File: src/adcvm_pkg.sv
// Shared types, constants and helper functions for the ADC averaging voltmeter.
// No dependencies; every other file of the block imports this package.
`timescale 1ns / 1ps

package adcvm_pkg;

  // Batch size of the running average.
  localparam int SamplesPerAverage = 5;

  localparam int SampleW = 10;
  localparam int AvgW    = SampleW;
  localparam int SegW    = 7;
  localparam int VoltW   = 6;
  localparam int DigitW  = 4;

  // Largest ADC code; it is also the divisor of the tenths scaling.
  localparam int AdcFullScale = 1023;
  localparam int VoltScale    = 33;

  // Sum and count registers sized to the batch.
  localparam int SumW = $clog2(SamplesPerAverage * AdcFullScale + 1);
  localparam int CntW = $clog2(SamplesPerAverage + 1);

  // Exact reciprocal for sum / SamplesPerAverage over SumW-bit sums.
  localparam int DivL     = $clog2(SamplesPerAverage);
  localparam int DivSh    = SumW + DivL;
  localparam int RecipW   = DivSh + 1;
  localparam int Recip    = ((2 ** DivSh) + SamplesPerAverage - 1) / SamplesPerAverage;
  localparam int ProdW    = SumW + RecipW;

  typedef enum logic {
    OP_SAMPLE = 1'b0,
    OP_TICK   = 1'b1
  } opcode_e;

  typedef enum logic {
    SEL_UNITS = 1'b0,
    SEL_TENS  = 1'b1
  } digit_sel_e;

  // Per-cycle step of the work stage.
  typedef struct packed {
    logic sample_fire;
    logic tick_fire;
  } step_t;

  // Display word handed back to the output register.
  typedef struct packed {
    logic [SegW-1:0] segments;
    logic            digit_select;
  } disp_t;

  // Seven-segment pattern, bit 0 = segment a .. bit 6 = segment g.
  function automatic logic [SegW-1:0] seg_code(input logic [DigitW-1:0] digit);
    logic [SegW-1:0] code;
    case (digit)
      4'd0:    code = 7'h3F;
      4'd1:    code = 7'h06;
      4'd2:    code = 7'h5B;
      4'd3:    code = 7'h4F;
      4'd4:    code = 7'h66;
      4'd5:    code = 7'h6D;
      4'd6:    code = 7'h7D;
      4'd7:    code = 7'h07;
      4'd8:    code = 7'h7F;
      4'd9:    code = 7'h6F;
      default: code = '0;
    endcase
    return code;
  endfunction

endpackage

File: src/adcvm_in_if.sv
// Input channel of the voltmeter: valid/ready handshake with opcode and sample.
// Depends on adcvm_pkg.
`timescale 1ns / 1ps

interface adcvm_in_if;
  import adcvm_pkg::*;

  logic               valid;
  logic               ready;
  opcode_e            opcode;
  logic [SampleW-1:0] sample;

  modport source (output valid, output opcode, output sample, input ready);
  modport sink   (input valid, input opcode, input sample, output ready);
endinterface

File: src/adcvm_out_if.sv
// Output channel of the voltmeter: valid/ready handshake with segments and digit select.
// Depends on adcvm_pkg.
`timescale 1ns / 1ps

interface adcvm_out_if;
  import adcvm_pkg::*;

  logic            valid;
  logic            ready;
  logic [SegW-1:0] segments;
  logic            digit_select;

  modport source (output valid, output segments, output digit_select, input ready);
  modport sink   (input valid, input segments, input digit_select, output ready);
endinterface

File: src/adcvm_accum.sv
// Sample accumulator: sums a batch of ADC samples and holds the batch average.
// Depends on adcvm_pkg.
`timescale 1ns / 1ps

module adcvm_accum (
  input  logic                        clk_i,
  input  logic                        rst_ni,
  input  adcvm_pkg::step_t            step_i,
  input  logic [adcvm_pkg::SampleW-1:0] sample_i,
  output logic [adcvm_pkg::AvgW-1:0]  avg_o
);
  import adcvm_pkg::*;

  logic [SumW-1:0]  sum_q, sum_d;
  logic [CntW-1:0]  cnt_q, cnt_d;
  logic [AvgW-1:0]  avg_q, avg_d;
  logic [SumW-1:0]  sum_next;
  logic [ProdW-1:0] prod;
  logic             batch_done;

  assign sum_next   = sum_q + SumW'(sample_i);
  assign batch_done = (cnt_q == CntW'(SamplesPerAverage - 1));
  // Divide by the batch size through the exact reciprocal.
  assign prod       = ProdW'(sum_next) * ProdW'(Recip);

  always_comb begin
    sum_d = sum_q;
    cnt_d = cnt_q;
    avg_d = avg_q;
    if (step_i.sample_fire) begin
      if (batch_done) begin
        avg_d = prod[DivSh +: AvgW];
        sum_d = '0;
        cnt_d = '0;
      end else begin
        sum_d = sum_next;
        cnt_d = cnt_q + CntW'(1);
      end
    end
  end

  always_ff @(posedge clk_i or negedge rst_ni) begin
    if (!rst_ni) begin
      sum_q <= '0;
      cnt_q <= '0;
      avg_q <= '0;
    end else begin
      sum_q <= sum_d;
      cnt_q <= cnt_d;
      avg_q <= avg_d;
    end
  end

  assign avg_o = avg_q;

endmodule

File: src/adcvm_display.sv
// Display encoder: scales the held average to tenths of a volt, splits it into
// two digits and encodes the current one. Depends on adcvm_pkg.
`timescale 1ns / 1ps

module adcvm_display (
  input  logic                       clk_i,
  input  logic                       rst_ni,
  input  adcvm_pkg::step_t           step_i,
  input  logic [adcvm_pkg::AvgW-1:0] avg_i,
  output adcvm_pkg::disp_t           disp_o
);
  import adcvm_pkg::*;

  localparam int ScaledW = 16;
  localparam int Bias    = AdcFullScale / 2;

  digit_sel_e          show_q, show_d;
  logic [ScaledW-1:0]  scaled;
  logic [VoltW-1:0]    quot0;
  logic [AvgW:0]       rem;
  logic [VoltW-1:0]    volt;
  logic [9:0]          tens_prod;
  logic [DigitW-1:0]   high_digit;
  logic [VoltW-1:0]    tens_x10;
  logic [DigitW-1:0]   low_digit;
  logic [DigitW-1:0]   digit;

  // avg*33 + 511, then divide by 1023: x = q0*1024 + r0 gives x = q0*1023 + (r0 + q0).
  assign scaled = (ScaledW'(avg_i) << 5) + ScaledW'(avg_i) + ScaledW'(Bias);
  assign quot0  = scaled[ScaledW-1 -: VoltW];
  assign rem    = (AvgW+1)'(scaled[AvgW-1:0]) + (AvgW+1)'(quot0);
  assign volt   = (rem >= (AvgW+1)'(AdcFullScale)) ? quot0 + VoltW'(1) : quot0;

  // Tens by reciprocal (v*13 >> 7, exact for the voltage range), units by difference.
  assign tens_prod  = 10'(volt) * 10'd13;
  assign high_digit = DigitW'(tens_prod[9:7]);
  assign tens_x10   = (VoltW'(high_digit) << 3) + (VoltW'(high_digit) << 1);
  assign low_digit  = DigitW'(volt - tens_x10);
  assign digit      = (show_q == SEL_TENS) ? high_digit : low_digit;

  assign disp_o.segments     = seg_code(digit);
  assign disp_o.digit_select = show_q;

  always_comb begin
    show_d = show_q;
    if (step_i.tick_fire) begin
      show_d = (show_q == SEL_TENS) ? SEL_UNITS : SEL_TENS;
    end
  end

  always_ff @(posedge clk_i or negedge rst_ni) begin
    if (!rst_ni) begin
      show_q <= SEL_UNITS;
    end else begin
      show_q <= show_d;
    end
  end

endmodule

File: src/adc_average_voltmeter_display_unit.sv
// ADC averaging voltmeter with a multiplexed two-digit seven-segment display.
// A refresh tick's word is loaded into the output register as the tick retires.
// Throughput: one item per cycle unless a tick waits for room in the output register;
// the accumulator and the display encoder work straight from the input register.
// Reset (asynchronous, active low): sum, count and held average cleared, low digit first.
`timescale 1ns / 1ps

module adc_average_voltmeter_display_unit (
  input  logic         clk_i,
  input  logic         rst_ni,
  adcvm_in_if.sink     in_i,
  adcvm_out_if.source  out_o
);
  import adcvm_pkg::*;

  // Input register: holds the accepted word until the work stage can retire it.
  logic               s1_valid_q, s1_valid_d;
  opcode_e            s1_op_q;
  logic [SampleW-1:0] s1_sample_q;

  // Output register: holds a display word until the sink takes it.
  logic               out_valid_q, out_valid_d;
  disp_t              out_word_q;

  logic               out_free;
  logic               s1_adv;
  logic               in_fire;
  step_t              step;
  logic [AvgW-1:0]    avg;
  disp_t              disp;

  // A sample retires without an output slot; a tick needs room in the output register.
  assign out_free = !out_valid_q || out_o.ready;
  assign s1_adv   = s1_valid_q && ((s1_op_q == OP_SAMPLE) || out_free);
  assign in_fire  = in_i.valid && in_i.ready;

  assign in_i.ready = !s1_valid_q || s1_adv;

  assign step.sample_fire = s1_adv && (s1_op_q == OP_SAMPLE);
  assign step.tick_fire   = s1_adv && (s1_op_q == OP_TICK);

  always_comb begin
    s1_valid_d = s1_valid_q;
    if (in_fire) begin
      s1_valid_d = 1'b1;
    end else if (s1_adv) begin
      s1_valid_d = 1'b0;
    end
  end

  always_ff @(posedge clk_i or negedge rst_ni) begin
    if (!rst_ni) begin
      s1_valid_q <= 1'b0;
    end else begin
      s1_valid_q <= s1_valid_d;
    end
  end

  // Capture the payload on acceptance only; no reset needed.
  always_ff @(posedge clk_i) begin
    if (in_fire) begin
      s1_op_q     <= in_i.opcode;
      s1_sample_q <= in_i.sample;
    end
  end

  adcvm_accum u_accum (
    .clk_i    (clk_i),
    .rst_ni   (rst_ni),
    .step_i   (step),
    .sample_i (s1_sample_q),
    .avg_o    (avg)
  );

  adcvm_display u_display (
    .clk_i  (clk_i),
    .rst_ni (rst_ni),
    .step_i (step),
    .avg_i  (avg),
    .disp_o (disp)
  );

  // Load on a retiring tick, drop once the sink has taken the word.
  always_comb begin
    out_valid_d = out_valid_q;
    if (step.tick_fire) begin
      out_valid_d = 1'b1;
    end else if (out_o.ready) begin
      out_valid_d = 1'b0;
    end
  end

  always_ff @(posedge clk_i or negedge rst_ni) begin
    if (!rst_ni) begin
      out_valid_q <= 1'b0;
    end else begin
      out_valid_q <= out_valid_d;
    end
  end

  always_ff @(posedge clk_i) begin
    if (step.tick_fire) begin
      out_word_q <= disp;
    end
  end

  assign out_o.valid        = out_valid_q;
  assign out_o.segments     = out_word_q.segments;
  assign out_o.digit_select = out_word_q.digit_select;

endmodule

File: src/flat_wrapper.sv
// flat-port wrapper written by rule: the top's interface ports become plain ports
module adc_average_voltmeter_display_unit_flat import adcvm_pkg::*;
  (clk_i, rst_ni, in_i_valid, in_i_opcode, in_i_sample, in_i_ready, out_o_valid, out_o_segments, out_o_digit_select, out_o_ready);
  adcvm_in_if in_i_i ();
  adcvm_out_if out_o_i ();
  input  logic clk_i;
  input  logic rst_ni;
  input wire logic [$bits(in_i_i.valid)-1:0] in_i_valid;
  input wire logic [$bits(in_i_i.opcode)-1:0] in_i_opcode;
  input wire logic [$bits(in_i_i.sample)-1:0] in_i_sample;
  output wire logic [$bits(in_i_i.ready)-1:0] in_i_ready;
  output wire logic [$bits(out_o_i.valid)-1:0] out_o_valid;
  output wire logic [$bits(out_o_i.segments)-1:0] out_o_segments;
  output wire logic [$bits(out_o_i.digit_select)-1:0] out_o_digit_select;
  input wire logic [$bits(out_o_i.ready)-1:0] out_o_ready;
  assign in_i_i.valid = in_i_valid;
  assign in_i_i.opcode = in_i_opcode;
  assign in_i_i.sample = in_i_sample;
  assign in_i_ready = in_i_i.ready;
  assign out_o_valid = out_o_i.valid;
  assign out_o_segments = out_o_i.segments;
  assign out_o_digit_select = out_o_i.digit_select;
  assign out_o_i.ready = out_o_ready;
  adc_average_voltmeter_display_unit u_core (.clk_i(clk_i), .rst_ni(rst_ni), .in_i(in_i_i), .out_o(out_o_i));
endmodule
File: config.mk
export PLATFORM = sky130hd
export DESIGN_NAME = adc_average_voltmeter_display_unit_flat
export DESIGN_NICKNAME = d
export VERILOG_FILES = /design/src/adcvm_pkg.sv /design/src/adcvm_in_if.sv /design/src/adcvm_out_if.sv /design/src/adcvm_accum.sv /design/src/adcvm_display.sv /design/src/adc_average_voltmeter_display_unit.sv /design/src/flat_wrapper.sv
export SDC_FILE = /design/constraint.sdc
export NUM_CORES = 1
export LEC_CHECK = 0
export BUFFER_PORTS_ARGS = -buffer_cell sky130_fd_sc_hd__buf_2
export CORE_ASPECT_RATIO = 1.2
export CORE_MARGIN = 5
export CORE_UTILIZATION = 70
export CTS_CLUSTER_SIZE = 24
export DETAILED_ROUTE_END_ITERATION = 12
export PLACE_DENSITY = 0.95
export RECOVER_POWER = 25
export SETUP_SLACK_MARGIN = 0.2
export SYNTH_ARGS = -nofsm -noshare
export SYNTH_HDL_FRONTEND = slang
export SYNTH_HIERARCHICAL = 1
export SYNTH_SLANG_ARGS = --single-unit
File: constraint.sdc
create_clock -name clk_i -period 12.4 [get_ports clk_i]
set_input_delay 1.24 -clock clk_i [delete_from_list [all_inputs] [get_ports clk_i]]
set_output_delay 1.24 -clock clk_i [all_outputs]
set_load 0.005 [all_outputs]
Word-level counts from Yosys, hierarchy flattened:

Memories as Yosys holds them, arrays and structs flattened. A register that Yosys moved wholly into a read port is not among the register bits.
Cells that the tools add are included.

* bits in registers: 41
* ROM bits: 112
* output and inout bits: 10
* word-level logic and storage cells: 44
* memories kept: 1

Memories
* (name not given): depth 16, width 7, read ports 1, clocked after memory_dff 1, write ports 0, line adcvm_pkg.sv:56 `case (digit)`

* add/sub/neg operators: 8
* $mul: 2
* $lt $le $gt $ge: 1
* eq/ne operators: 1
* multiplexer cells: 9
* bitwise operators: 1
* reduce and logical (&&, ||, !) cells: 12

Operators by type and width (count)
* 13-bit by 12-bit multiplier with 24-bit output, second input constant: 1
* 15-bit by 10-bit adder with 16-bit output: 1
* 16-bit by 9-bit adder with 16-bit output, second input constant: 1
* 13-bit by 10-bit adder with 13-bit output: 1
* 13-bit 2-to-1 mux: 1
* 10-bit by 6-bit adder with 11-bit output: 1
* 11-bit by 10-bit greater-or-equal comparator with 1-bit output, second input constant: 1
* 6-bit by 4-bit multiplier with 10-bit output, second input constant: 1
* 6-bit by 1-bit adder with 6-bit output, second input constant: 1
* 6-bit 2-to-1 mux: 1
* 1-bit 2-to-1 mux: 5
* 4-bit adder: 1
* 1-bit logical AND: 4
* 4-bit 2-to-1 mux: 1
* 2-bit nonzero test: 2
* 4-bit subtractor: 1
* 3-bit by 1-bit adder with 3-bit output, second input constant: 1
* 3-bit == test, second input constant: 1
* 1-bit logical OR: 3
* 3-bit 2-to-1 mux: 1
* 1-bit logical NOT: 2
* 2-bit AND reduction: 1
* 1-bit NOT: 1

Logic depth before layout (Yosys ltp):

* word-level depth: 9
* depth in mapped cells: 40
* gate-level depth less buffers: 39

Modules after synthesis:

Netlist, hierarchy kept.

By module, submodules not included
* adcvm_accum: times used 1, cells each 452, area each 4279.1 um2
* adcvm_display: times used 1, cells each 258, area each 2050.7 um2
* adc_average_voltmeter_display_unit: times used 1, cells each 30, area each 689.4 um2

Worst setup path after synthesis:

No wires, ideal clock.

* path kind: reg-to-reg
* from: register u_core.u_accum.avg_q[8], in the netlist u_core/u_accum/avg_o[8]
* to: register u_core/out_o.segments[4] (netlist name)
* setup time: 0.260 ns
* data arrival time: 7.959 ns
* data required time: 12.140 ns
* setup slack: 4.181 ns
* cell stages (with the launch flop): 35
* period minus slack after synthesis: 8.219 ns
* cell sequence: dfrtp_1 buf_2 inv_1 ha_1 inv_1 ha_1 a21o_1 a221oi_2 a21oi_1 xnor2_1 ha_1 a21oi_1 nand3_1 a311oi_1 o211ai_1 and3_1 nor4_2 o2111a_1 o2111ai_1 xnor2_1 ha_1 inv_1 fa_1 inv_1 ha_1 a211oi_1 nand4_1 a41oi_1 xnor2_1 ha_1 a31oi_1 mux2i_1 xnor3_2 nor2_8 mux2_4

* longest elaborated chain between the ends: 9

RTL lines
* from (decl): line adcvm_accum.sv:16 `logic [AvgW-1:0] avg_q, avg_d;`
* from (signal assigned): line adcvm_accum.sv:50 `avg_q <= avg_d;`
* 15-bit by 10-bit adder with 16-bit output *: line adcvm_display.sv:29 `assign scaled = (ScaledW'(avg_i) << 5) + ScaledW'(avg_i) + ScaledW'(Bias);`
* 16-bit by 9-bit adder with 16-bit output *: line adcvm_display.sv:29
* 10-bit by 6-bit adder with 11-bit output: line adcvm_display.sv:31 `assign rem = (AvgW+1)'(scaled[AvgW-1:0]) + (AvgW+1)'(quot0);`
* 11-bit by 10-bit greater-or-equal comparator with 1-bit output: line adcvm_display.sv:32 `assign volt = (rem >= (AvgW+1)'(AdcFullScale)) ? quot0 + VoltW'(1) : quot0;`
* 6-bit 2-to-1 mux *: line adcvm_display.sv:32
* 6-bit by 4-bit multiplier with 10-bit output: line adcvm_display.sv:35 `assign tens_prod = 10'(volt) * 10'd13;`
* 4-bit adder: line adcvm_display.sv:37 `assign tens_x10 = (VoltW'(high_digit) << 3) + (VoltW'(high_digit) << 1);`
* 4-bit subtractor: line adcvm_display.sv:38 `assign low_digit = DigitW'(volt - tens_x10);`
* 4-bit 2-to-1 mux *: line adcvm_display.sv:39 `assign digit = (show_q == SEL_TENS) ? high_digit : low_digit;`

Mark *: on every way between the ends. The rest lies on a longest branch, timed or not.
A chain may end at the register's enable or synchronous reset.

Final worst setup path:

* from: register u_core.u_accum.avg_q[8], in the netlist u_core/u_accum/avg_o[8]
* to: register u_core/out_o.segments[0] (netlist name)

* longest elaborated chain between the ends: 9

RTL lines (line)
* 15-bit by 10-bit adder with 16-bit output *: adcvm_display.sv:29
* 16-bit by 9-bit adder with 16-bit output *: adcvm_display.sv:29
* 10-bit by 6-bit adder with 11-bit output: adcvm_display.sv:31
* 11-bit by 10-bit greater-or-equal comparator with 1-bit output: adcvm_display.sv:32
* 6-bit 2-to-1 mux *: adcvm_display.sv:32
* 6-bit by 4-bit multiplier with 10-bit output: adcvm_display.sv:35
* 4-bit adder: adcvm_display.sv:37
* 4-bit subtractor: adcvm_display.sv:38
* 4-bit 2-to-1 mux *: adcvm_display.sv:39

Marks and branches as above.

==> flow_results.org <==
** CTS
- CTS built an H-tree with a depth of 2.
- The number of gates resized after CTS was 0.
- At the later pin of the worst-skew pair, clock insertion delay measures around 290 ps.
- Largest buffer count on any clock path :: 2
- Clock net sink count :: 48
- Buffers inserted to repair hold after CTS numbered 0.
- After clock tree synthesis, the clock-pin slew on the worst setup and hold paths is 70 ps.
- Buffers added to address setup during post-CTS repair amount to 0.
- TritonCTS created 5 clock buffers.
- TritonCTS clock tree :: yes
- The tree is rooted in a clkbuf_16.

** STA
- Final Hold Vio Count :: 0
- Post-Route Setup TNS :: 0 ps
- The worst pin sits at a relative slew slack of -0.133.
- The max-slew violation count was 30.
- At the pin with the least slew margin, the transition time is ~1700 ps.
- Setup clock skew after layout :: 9.45 ps
- Final critical path time including I/O delays and setup :: 9400 ps
- In the finished design, the share of the clock period the worst path needs comes to 0.758.
- Setup violations remaining at the end of the flow were counted as 0.
- Maximum clock frequency :: 106 MHz
- Setup repair after global routing left no endpoint under its margin.

** Setup path
- By startpoint and endpoint, the worst setup path is classified as reg -> reg.
- Setup slack on the worst reg-to-reg path comes out at around 3000 ps.
- Startpoint class of the critical path :: flip-flop
- STA classifies the critical path endpoint as a flip-flop.
- Source of the worst register-to-register timing path :: u_core/u_accum/avg_o[8]$_DFFE_PN0P_
- Slowest Stage Delay on Critical Path :: 530 ps
- Arr. time, crit path :: 9410 ps
- The slowest stage of the critical path is the fa_1 cell.
- Required arrival time at the worst endpoint :: 12410 ps
- For the worst flop-to-flop path, the logic depth is 32.
- Worst flop-to-flop path endpoint :: u_core/out_o.segments[0]$_DFFE_PP_
- CP max FO :: 10
- Among the stages of the critical path, the cell type that occurs most often is ha_1.

** Synthesis
- The most used flip-flop cell after synthesis is dfrtp_1.
- For this run, the register share of the synthesized area comes to 0.185.
- Synthesis instantiated 79 different standard cells from the library.
- The Yosys step of the flow raised 6 warnings.
- When the netlist entered floorplanning its net count stood at 939.
- For this run, asynchronously set or reset flops after synthesis account for 0.604.
- The average instance in the mapped netlist occupies 9.49 µm².
- Flip-flop and latch count after synthesis :: 48
- Mapped Area :: 7020 µm²
- The cell count after synthesis came out at 740.
- In this run, synthesis inferred 19 flip-flops with an integrated enable.

** Global route
- Initial antenna violation count :: 0
- For this run the aggregate overflow at the end of global routing stands at 0.
- Wire length of the first global-routing pass :: between 20 and 30 mm
- Across every metal layer, demand over resource in global routing totals 0.304.
- The via count of the first global-routing pass is 6247.
- Maximum number of pins on one net before global-route repair :: 30

** Layout
- In the final layout, the share of cells above drive strength 1 is 0.0712.
- Antenna cell count :: 0
- Commonest cells after routing, fill and taps aside :: ha_1, inv_1, fa_1, nand2_1, a21oi_1
- Leaving out fill and tap cells, the most frequent cell in the layout is ha_1.
- Layout net count :: 956
- The area growth from synthesis to layout is 5.38%.

** Placed design
- Estimated wirelength of the detail-placed design :: 13.2 mm
- Routability congestion estimate from global placement :: 0.952
- Count of input and output buffers :: 24

** Detailed routing
- Final routed DRC violation total :: 0
- Using the TritonRoute via totals, the vias-per-cell ratio works out to 6.67.
- In this run the remaining antenna-violating nets after routing total 0.
- Aggregate routed wire length :: 18.2 mm
- Total number of vias :: roughly 5900
- The first detailed-routing pass took 8 iterations.
- Final routed wire length divided by cell count :: 20.6 µm
- Initial detailed-routing violation count :: 520

** Floorplanning
- The core region is 9910 µm².
- Die width :: approximately 100 µm
- Die H :: between 100 and 150 µm
- Initial standard-cell utilization of the core :: 0.708
- DIE AREA :: ~12000 µm²
- Pin placement for this block handled 25 I/O pins.
- Number of standard-cell rows in the floorplan :: 40

** Worst hold path
- Type of the most critical hold path :: reg -> reg
- In this run the most critical hold path is launched from u_core/u_accum/sum_q[6]$_DFFE_PN0P_.
- Cell depth of the worst hold path :: 1
- For hold timing, the worst endpoint is u_core/u_accum/sum_q[6]$_DFFE_PN0P_.

** Outcome
- The checks that failed: capacitance limit, slew limit.
- Outcome :: finished, violations left

** Job
- Across the run, the number of max-cap violations was 1.
-- routing by layer --
layer,wire [µm],up-vias,global-route usage
met5,0,-,0
met4,1260,0,0.181
met3,963,103,0.0297
met2,9750,353,0.569
met1,6210,2813,0.318
li1,-,2624,-
-- state kept, by name (all words and copies together), names as in the netlist --
signal                     cells
u_core/out_o.digit_select      1
u_core/out_o.valid             1
u_core/u_display/show_q        1
u_core/u_accum/cnt_q           3
u_core/u_accum/avg_o          10
u_core/s1_sample_q            10
u_core/s1_valid_q              1
u_core/s1_op_q                 1
u_core/out_o.segments          7
u_core/u_accum/sum_q          13
-- stage by stage --
stage / instances / setup WS, ps / area (µm²) / utilization / hold slack, ps
6_report: 884 / 3000 / 7400 / 0.746 / 524
5_1_grt: 884 / 2550 / 7400 / 0.746 / 542
4_1_cts: 884 / 3210 / 7420 / 0.748 / 508
3_5_place_dp: 876 / 3270 / 7220 / 0.729 / 482
3_3_place_gp: 876 / 3660 / 7220 / 0.729 / 480
2_1_floorplan: 740 / 4180 / 7020 / - / 438
-- worst max-delay path by stage --
| stage | start | to |
|---|---|---|
| 2_1_floorplan | u_core/u_accum/avg_o[8]$_DFFE_PN0P_ | u_core/out_o.segments[4]$_DFFE_PP_ |
| 3_3_place_gp | u_core/u_accum/avg_o[8]$_DFFE_PN0P_ | u_core/out_o.segments[4]$_DFFE_PP_ |
| 3_5_place_dp | u_core/u_accum/avg_o[8]$_DFFE_PN0P_ | u_core/out_o.segments[4]$_DFFE_PP_ |
| 4_1_cts | u_core/u_accum/avg_o[8]$_DFFE_PN0P_ | u_core/out_o.segments[0]$_DFFE_PP_ |
| 5_1_grt | u_core/u_accum/avg_o[8]$_DFFE_PN0P_ | u_core/out_o.segments[0]$_DFFE_PP_ |
| 6_report | u_core/u_accum/avg_o[8]$_DFFE_PN0P_ | u_core/out_o.segments[0]$_DFFE_PP_ |
-- final cells by class --
cell class | count | area (µm²)
Timing Repair Buffer | 24 | 116
Multi-Input combinational cell | 547 | 5140
Clock inverter | 3 | 68.8
Tap cell | 126 | 158
Inverter | 131 | 492
Clock buffer | 5 | 125
Sequential cell | 48 | 1300
Fill cell | 615 | 2510
-- synthesized netlist by cell type (3+ instances only) --
master | count | area share
a211o_1 | 3 | 0.0037
a211oi_1 | 3 | 0.0032
a21o_1 | 15 | 0.016
a21oi_1 | 33 | 0.024
a22o_1 | 10 | 0.012
a311oi_1 | 3 | 0.0037
a31oi_1 | 11 | 0.0098
and2_1 | 7 | 0.0062
and3_1 | 7 | 0.0062
and4_1 | 4 | 0.0050
clkbuf_1 | 8 | 0.0043
dfrtp_1 | 29 | 0.10
edfxtp_1 | 19 | 0.081
fa_1 | 46 | 0.13
ha_1 | 138 | 0.25
inv_1 | 131 | 0.070
mux2_2 | 4 | 0.0064
mux2i_1 | 11 | 0.016
nand2_1 | 43 | 0.023
nand2b_1 | 6 | 0.0053
nand3_1 | 17 | 0.012
nand4_1 | 6 | 0.0053
nor2_1 | 17 | 0.0091
nor3_1 | 10 | 0.0071
o2111ai_1 | 4 | 0.0050
o211ai_1 | 7 | 0.0075
o21ai_0 | 26 | 0.019
o21ai_1 | 3 | 0.0021
o31ai_1 | 4 | 0.0043
or2_2 | 4 | 0.0036
or3_1 | 3 | 0.0027
or4_1 | 4 | 0.0043
xnor2_1 | 32 | 0.040
xor2_1 | 17 | 0.021
-- logic make-up after synthesis --
kind of cell / after synthesis / share of synthesized area
mux: 17 / 0.0262
xor+xnor: 51 / 0.0677
fa+ha+maj: 185 / 0.379
simple gates: 144 / 0.113
buf+inv: 145 / 0.0806
flops: 48 / 0.185
compound gates: 150 / 0.149
-- worst max-delay path, delay by kind of cell (launching register included) --
kind            cells  cell delay [ps]
mux                 2              690
simple gates        6             1510
compound gates      9             2510
flops               1              520
buf+inv             4              280
fa+ha+maj           7             2300
xor+xnor            4             1330
Power is left out: the tool's default activity adds up to more than one toggle a clock period on the data nets, which glitch-free logic cannot reach.
